===== config.mk =====
export PLATFORM = sky130hd
export DESIGN_NAME = pwlh_ctrl
export DESIGN_NICKNAME = d
export VERILOG_FILES = /design/src/hdl/pwlh_pkg.sv /design/src/hdl/pwlh_ctrl.sv
export SDC_FILE = /design/constraint.sdc
export NUM_CORES = 1
export LEC_CHECK = 0
export BUFFER_PORTS_ARGS = -buffer_cell sky130_fd_sc_hd__buf_2
export CORE_AREA = 2 2 39 41
export CTS_BUF_LIST = sky130_fd_sc_hd__clkbuf_4
export CTS_CLUSTER_DIAMETER = 30
export DETAILED_ROUTE_END_ITERATION = 12
export DIE_AREA = 0 0 41 43
export PLACE_DENSITY = 0.56
export SETUP_SLACK_MARGIN = 0.2
export SYNTH_ARGS = -nofsm -noshare
export SYNTH_HDL_FRONTEND = slang
export SYNTH_SLANG_ARGS = --single-unit

===== constraint.sdc =====
create_clock -name clk_i -period 1 [get_ports clk_i]
set_input_delay 0 -clock clk_i [delete_from_list [all_inputs] [get_ports clk_i]]
set_output_delay 0 -clock clk_i [all_outputs]
set_load 0.01 [all_outputs]

===== src/hdl/pwlh_pkg.sv =====
// Shared types, constants and functions of the pulse-width log histogram.
package pwlh_pkg;

  localparam int unsigned NumBinsDef   = 320;
  localparam int unsigned DataW        = 32;
  localparam int unsigned BinW         = 9;
  localparam int unsigned HeightW      = 7;
  localparam int unsigned BlenW        = 6;
  localparam int unsigned InTdataW     = 48;
  localparam int unsigned InTuserW     = 3;
  localparam int unsigned OutTdataW    = 40;

  localparam int unsigned BinMantMask  = 'h0f;
  localparam int unsigned BinOffset    = 64;
  localparam int unsigned BinScale     = 16;
  localparam int unsigned BinMin       = 5;
  localparam int unsigned HeightOffset = 8;
  localparam int unsigned HeightMax    = 100;

  typedef enum logic [1:0] {
    OP_ADD   = 2'd0,
    OP_READ  = 2'd1,
    OP_CLEAR = 2'd2,
    OP_NONE  = 2'd3
  } op_e;

  typedef enum logic [2:0] {
    ST_CLEAR,
    ST_IDLE,
    ST_RDADDR,
    ST_RDDATA,
    ST_BLEN,
    ST_BIN,
    ST_INC,
    ST_HEIGHT
  } state_e;

  typedef struct packed {
    logic accept;
    logic clr_start;
    logic clr_we;
    logic load_count;
    logic blen_en;
    logic rd_bin;
    logic inc;
    logic out_load;
  } cmd_t;

  typedef struct packed {
    logic clr_last;
    logic op_read;
    logic out_stall;
  } stat_t;

  function automatic logic [3:0] bit_length8(input logic [7:0] v);
    logic [3:0] n;
    n = '0;
    for (int i = 0; i < 8; i++) begin
      if (v[i]) begin
        n = 4'(i + 1);
      end
    end
    return n;
  endfunction

  function automatic logic [BlenW-1:0] bit_length32(input logic [DataW-1:0] v);
    logic [BlenW-1:0] n;
    n = '0;
    for (int k = 0; k < 4; k++) begin
      if (v[8*k +: 8] != 8'd0) begin
        n = BlenW'(8 * k) + BlenW'(bit_length8(v[8*k +: 8]));
      end
    end
    return n;
  endfunction

endpackage


===== src/hdl/pwlh_ctrl.sv =====
// Controller state machine that sequences clear passes, sample updates and bin reads.
module pwlh_ctrl (
  input  logic            clk_i,
  input  logic            rst_ni,
  input  logic            in_valid_i,
  input  pwlh_pkg::op_e   in_op_i,
  output logic            in_ready_o,
  input  pwlh_pkg::stat_t stat_i,
  output pwlh_pkg::cmd_t  cmd_o
);

  pwlh_pkg::state_e state_q, state_d;

  always_comb begin
    state_d = state_q;
    case (state_q)
      pwlh_pkg::ST_CLEAR: begin
        if (stat_i.clr_last) begin
          state_d = pwlh_pkg::ST_IDLE;
        end
      end
      pwlh_pkg::ST_IDLE: begin
        if (in_valid_i) begin
          case (in_op_i)
            pwlh_pkg::OP_ADD:   state_d = pwlh_pkg::ST_BLEN;
            pwlh_pkg::OP_READ:  state_d = pwlh_pkg::ST_RDADDR;
            pwlh_pkg::OP_CLEAR: state_d = pwlh_pkg::ST_CLEAR;
            default:            state_d = pwlh_pkg::ST_IDLE;
          endcase
        end
      end
      pwlh_pkg::ST_RDADDR: state_d = pwlh_pkg::ST_RDDATA;
      pwlh_pkg::ST_RDDATA: state_d = pwlh_pkg::ST_BLEN;
      pwlh_pkg::ST_BLEN: begin
        state_d = stat_i.op_read ? pwlh_pkg::ST_HEIGHT : pwlh_pkg::ST_BIN;
      end
      pwlh_pkg::ST_BIN: state_d = pwlh_pkg::ST_INC;
      pwlh_pkg::ST_INC: state_d = pwlh_pkg::ST_IDLE;
      pwlh_pkg::ST_HEIGHT: begin
        if (!stat_i.out_stall) begin
          state_d = pwlh_pkg::ST_IDLE;
        end
      end
      default: state_d = pwlh_pkg::ST_IDLE;
    endcase
  end

  always_comb begin
    in_ready_o = 1'b0;
    cmd_o      = '0;
    case (state_q)
      pwlh_pkg::ST_CLEAR: cmd_o.clr_we = 1'b1;
      pwlh_pkg::ST_IDLE: begin
        in_ready_o      = 1'b1;
        cmd_o.accept    = in_valid_i;
        cmd_o.clr_start = in_valid_i && (in_op_i == pwlh_pkg::OP_CLEAR);
      end
      pwlh_pkg::ST_RDDATA: cmd_o.load_count = 1'b1;
      pwlh_pkg::ST_BLEN:   cmd_o.blen_en = 1'b1;
      pwlh_pkg::ST_BIN:    cmd_o.rd_bin = 1'b1;
      pwlh_pkg::ST_INC:    cmd_o.inc = 1'b1;
      pwlh_pkg::ST_HEIGHT: cmd_o.out_load = !stat_i.out_stall;
      default: begin
        in_ready_o = 1'b0;
      end
    endcase
  end

  always_ff @(posedge clk_i or negedge rst_ni) begin
    if (!rst_ni) begin
      state_q <= pwlh_pkg::ST_CLEAR;
    end else begin
      state_q <= state_d;
    end
  end

endmodule


Word level (Yosys, flattened, before mapping) --
Index checks and enable logic that the tools add are counted.
Operators by class: eq/ne operators 12, muxes and demuxes 14, reduce and logical (&&, ||, !) cells 5
Operator list (count):
- one-hot mux 3 bit (8 select lines) | 1
- equality test 3 bit (second input constant) | 4
- 2-to-1 mux 3 bit | 3
- one-hot mux 3 bit (3 select lines) | 1
- 2-to-1 mux 1 bit | 7
- equality test 3 x 2 -> 1 bit (second input constant) | 2
- inequality test 2 bit (second input constant) | 3
- 2-to-1 mux 2 bit | 2
- equality test 3 x 1 -> 1 bit (second input constant) | 1
- logical NOT 3 bit | 1
- AND reduction 3 bit | 1
- equality test 2 x 1 -> 1 bit (second input constant) | 1
- equality test 2 bit (second input constant) | 1
- logical NOT 2 bit | 1
- logical AND 1 bit | 1
- logical NOT 1 bit | 1
Storage, ports and cells: register bits 3

Logic depth before layout (Yosys ltp) --
word-level depth 4, depth in mapped cells 4

Least setup slack after synthesis --
OpenSTA, ideal clock, no wires.
path type reg-to-reg, start point register state_q[0], end point register state_q[0], path buffers 1, period minus slack after synthesis 981 ps, stages on the path, launching flop included 5, arrival 855 ps, setup time 126 ps, slack 19 ps, cells stage by stage dfrtp_1 > buf_6 > nor3_1 > a21oi_1 > o32a_1
On the way: word-level cells in the longest chain between the ends 3
Ends and longest elaborated chain:
- start, declared | line pwlh_ctrl.sv:12 | pwlh_pkg::state_e state_q, state_d;
- start signal, assigned | line pwlh_ctrl.sv:71 | state_q <= pwlh_pkg::ST_CLEAR;
- start signal, assigned | line pwlh_ctrl.sv:73 | state_q <= state_d;
- equality test 3 bit, or another cell as far along | line pwlh_ctrl.sv:16 | case (state_q)
- inequality test 2 bit (no source line)
- AND reduction 3 bit (no source line)
Several ways; a longest one is shown, not always the timed one. A chain may end at the register's enable or synchronous reset.

==> impl_summary.md <==
Status
The flow ran to the end, but the final reports show violations. The checks that failed: negative setup slack.

Hold path
The min-delay analysis places its worst path in the category input port to register. Counting instances, the worst hold path has a depth of 2. The worst hold path begins at in_op_i[1]. The path with the worst hold slack has its endpoint at state_q[2]$_DFFE_PN0P_.

Placement
The post-placement worst setup slack is -0.0830 ns. The number of port buffers is 16. Routability-driven placement finished with a final weighted congestion of 0.721. Summing all placed instances gives a cell area of 433 sq um. The total half-perimeter wirelength after legalization and detailed placement is 578 microns.

Clock tree
The root buffer selected by CTS is clkbuf_4. The H-tree depth reported by CTS is 1. Clock-pin slew was measured on the worst setup and hold paths at 0.04 ns. Counting the buffers created by CTS gives 3. The later pin in the worst-skew pair is clocked with a latency of 0.24 ns. Counting every sink on the clock net gives 3. The longest clock path from root to sink contains 2 buffers. TritonCTS built the clock tree.

STA
The worst pin sits at a relative slew slack of 0.827. Setup repair after global routing could not meet its margin everywhere. Of the available clock period, the critical path in the final layout requires 1.28. The count of endpoints failing hold in the final timing report came to 0. The count of final setup violators is 12.

The count of pins over their slew limit is 0. The actual transition at the worst max-transition pin is 0.258 ns. The worst setup slack after layout is -0.278 ns. Based on the critical path, the design can be clocked at up to 0.782 GHz.

The worst path in the final design needs a cycle of 1.28 ns, including I/O delays and setup. The clock arrives with 0.00618 ns of skew.

Pwr
For this design the ratio of total power to cell area is 3330 nW/um^2. VDD sags by at most 1520 uV. The total leakage power is 0.294 nW.

Route
In this run the remaining antenna-violating nets after routing total 0. For this run, the detailed router's first-pass iteration total came to 4. The total via count in the routed design is 386. The wire length per cell is 11.4 microns. In the routed layout, each cell is associated on average with a via count of 4.60. The number of DRC markers in iteration 0 is 5. The number of DRC violations after detailed routing is 0.

The routed design has 958 microns of wire.

Global routing
The largest net degree at the start of global routing is 8. The first global-routing pass estimated 1.59 mm of wire. The total overflow left after global routing is 0. The initial antenna violation count was 0.

Across every metal layer, demand over resource in global routing totals 0.142. The via count of the first global-routing pass is 362.

Worst setup path
The start of the worst register-to-register path is state_q[0]$_DFFE_PN0P_. The number of cells on the worst reg-to-reg path is 6. The required time of the critical path is 1.00 ns. The maximum fanout along the worst path is 4. The kind of critical path is register to output pin. STA classifies the critical path endpoint as an output pin. The register-to-register setup slack is -0.22 ns. For the worst setup path, the data arrival time is 1.28 ns. The type of element launching the critical path is a register. The capture instance of the worst register-to-register path is state_q[0]$_DFFE_PN0P_.

Floorplanning
The die is 41 microns wide. The die footprint is 1760 sq um. The number of primary I/O pins is 17. In this run the core area contains 14 standard-cell rows. The y dimension of the die is 43 microns. The area of the core region is 1380 sq um. The initial standard-cell utilization of the core is 0.200.

Finish
The share of cells above drive strength 1 is 0.765. The final net count is 77. The top cell types in the final layout, fill and taps aside, are buf_2 (15), buf_4 (9), buf_6 (6).

The antenna diode count is 0. The fill cell total of the finished layout is 141. The largest registers in the layout are state_q x3.

The post-layout instance area is 609 sq um. The number of flip-flops in the largest register is 3. The most frequent standard cell in the layout excluding fill and tap cells is buf_2.

The area growth from synthesis to layout is 120%. In the final layout, flip-flops and latches occupy 77.6 sq um. Counting flops per register, the top entry is state_q. The area of combinational cells with multiple inputs is 236 sq um.

Yosys
A synthesized cell averages 7.90 sq um. Yosys attributes the largest share of cell area to dfrtp_1 (27%), nor3_1 (9.0%), buf_4 (5.4%). After synthesis the netlist holds a flip-flop and latch count of 3. The post-synthesis net count is 43. The netlist area before placement is 277 sq um. The yosys synthesis warning count is 0. The share of synthesized area in the top cell type comes to 0.271. The number of instances in the synthesized netlist is 35. The library cell occupying the most area in the post-synthesis netlist is dfrtp_1.

The distinct cell type count of the synthesized netlist is 20. The share of the Yosys chip area taken by registers is 0.271.

Run
Max-cap violations in this run came to 0.
==> synthesized netlist by cell type <==
master / n
a21oi_1: 2
buf_4: 2
a2bb2oi_1: 1
nand2_1: 3
nor2b_1: 1
a21boi_1: 1
and3_1: 2
nor2_1: 4
nor2b_2: 1
o32a_1: 1
nand2b_1: 1
dfrtp_1: 3
o32ai_1: 1
nand3_1: 1
nor4b_2: 1
o211ai_1: 2
buf_6: 1
inv_1: 1
inv_4: 1
nor3_1: 5
==> critical path, stage by stage, from the launching register on <==
cell and delay (ns):
dfrtp_1 0.39, buf_6 0.12, buf_4 0.13, inv_4 0.04, buf_6 0.10, and3_4 0.17, buf_6 0.09
==> how the worst max path moves through the flow <==
stage	from	to	slack, ns	cells past startpoint
detailed placement	state_q[0]$_DFFE_PN0P_	state_q[2]$_DFFE_PN0P_	-0.08	4
global placement	state_q[2]$_DFFE_PN0P_	state_q[2]$_DFFE_PN0P_	-0.09	3
floorplan	state_q[2]$_DFFE_PN0P_	state_q[0]$_DFFE_PN0P_	0.04	2
CTS	state_q[0]$_DFFE_PN0P_	cmd_o[6]	-0.27	5
finish	state_q[0]$_DFFE_PN0P_	cmd_o[1]	-0.28	6
global route	state_q[0]$_DFFE_PN0P_	cmd_o[6]	-0.40	5
==> cell type report <==
class / instances / area share
Inverter: 2 / 0.0164
Multi-Input combinational cell: 27 / 0.388
Timing Repair Buffer: 32 / 0.386
Clock buffer: 4 / 0.0493
Tap cell: 16 / 0.0329
Sequential cell: 3 / 0.127
==> what timing repair did <==
| item | 4_1_cts | 5_1_grt |
|---|---|---|
| pin swaps | 8 | 2 |
| endpoints found under the setup margin | 12 | 12 |
| setup buffers | 4 | 2 |
| resized for setup | 19 | 4 |
| endpoints found under the hold margin | 3 | 0 |
| hold buffers | 1 | 0 |
==> power by group <==
group / leakage, nW / internal, mW / switching (mW)
Clock: 0.0184 / 0.177 / 0.0692
Sequential: 0.0319 / 0.195 / 0.111
Combinational: 0.244 / 0.828 / 0.649
==> cell families after synthesis <==
| kind of cell | after synthesis | synth area share |
|---|---|---|
| buffers and inverters | 5 | 0.131 |
| DFF | 3 | 0.271 |
| AOI/OAI and AO/OA | 8 | 0.217 |
| and+or+nand+nor | 19 | 0.380 |
==> routing by layer <==
metal | global-route usage | up-vias | part of all wire
met1 | 0.145 | 185 | 0.36
li1 | - | 193 | -
met3 | 0.0471 | 2 | 0.025
met5 | 0 | - | 0
met4 | 0.100 | 0 | 0.010
met2 | 0.225 | 6 | 0.60
==> metrics by stage <==
step | instances | util | setup TNS (ns) | power (mW) | hold slack [ns]
6_report | 84 | 0.440 | -2.78 | 2.03 | 0.0145
5_1_grt | 84 | 0.440 | -3.58 | 2.18 | 0.0165
4_1_cts | 82 | 0.417 | -2.40 | 1.87 | 0.0105
3_5_place_dp | 73 | 0.313 | -0.245 | 1.23 | -0.199
3_3_place_gp | 73 | 0.313 | -0.274 | 1.23 | -0.202
2_1_floorplan | 35 | - | 0 | 0.898 | -0.296
Power figures use the tool's default switching activity.
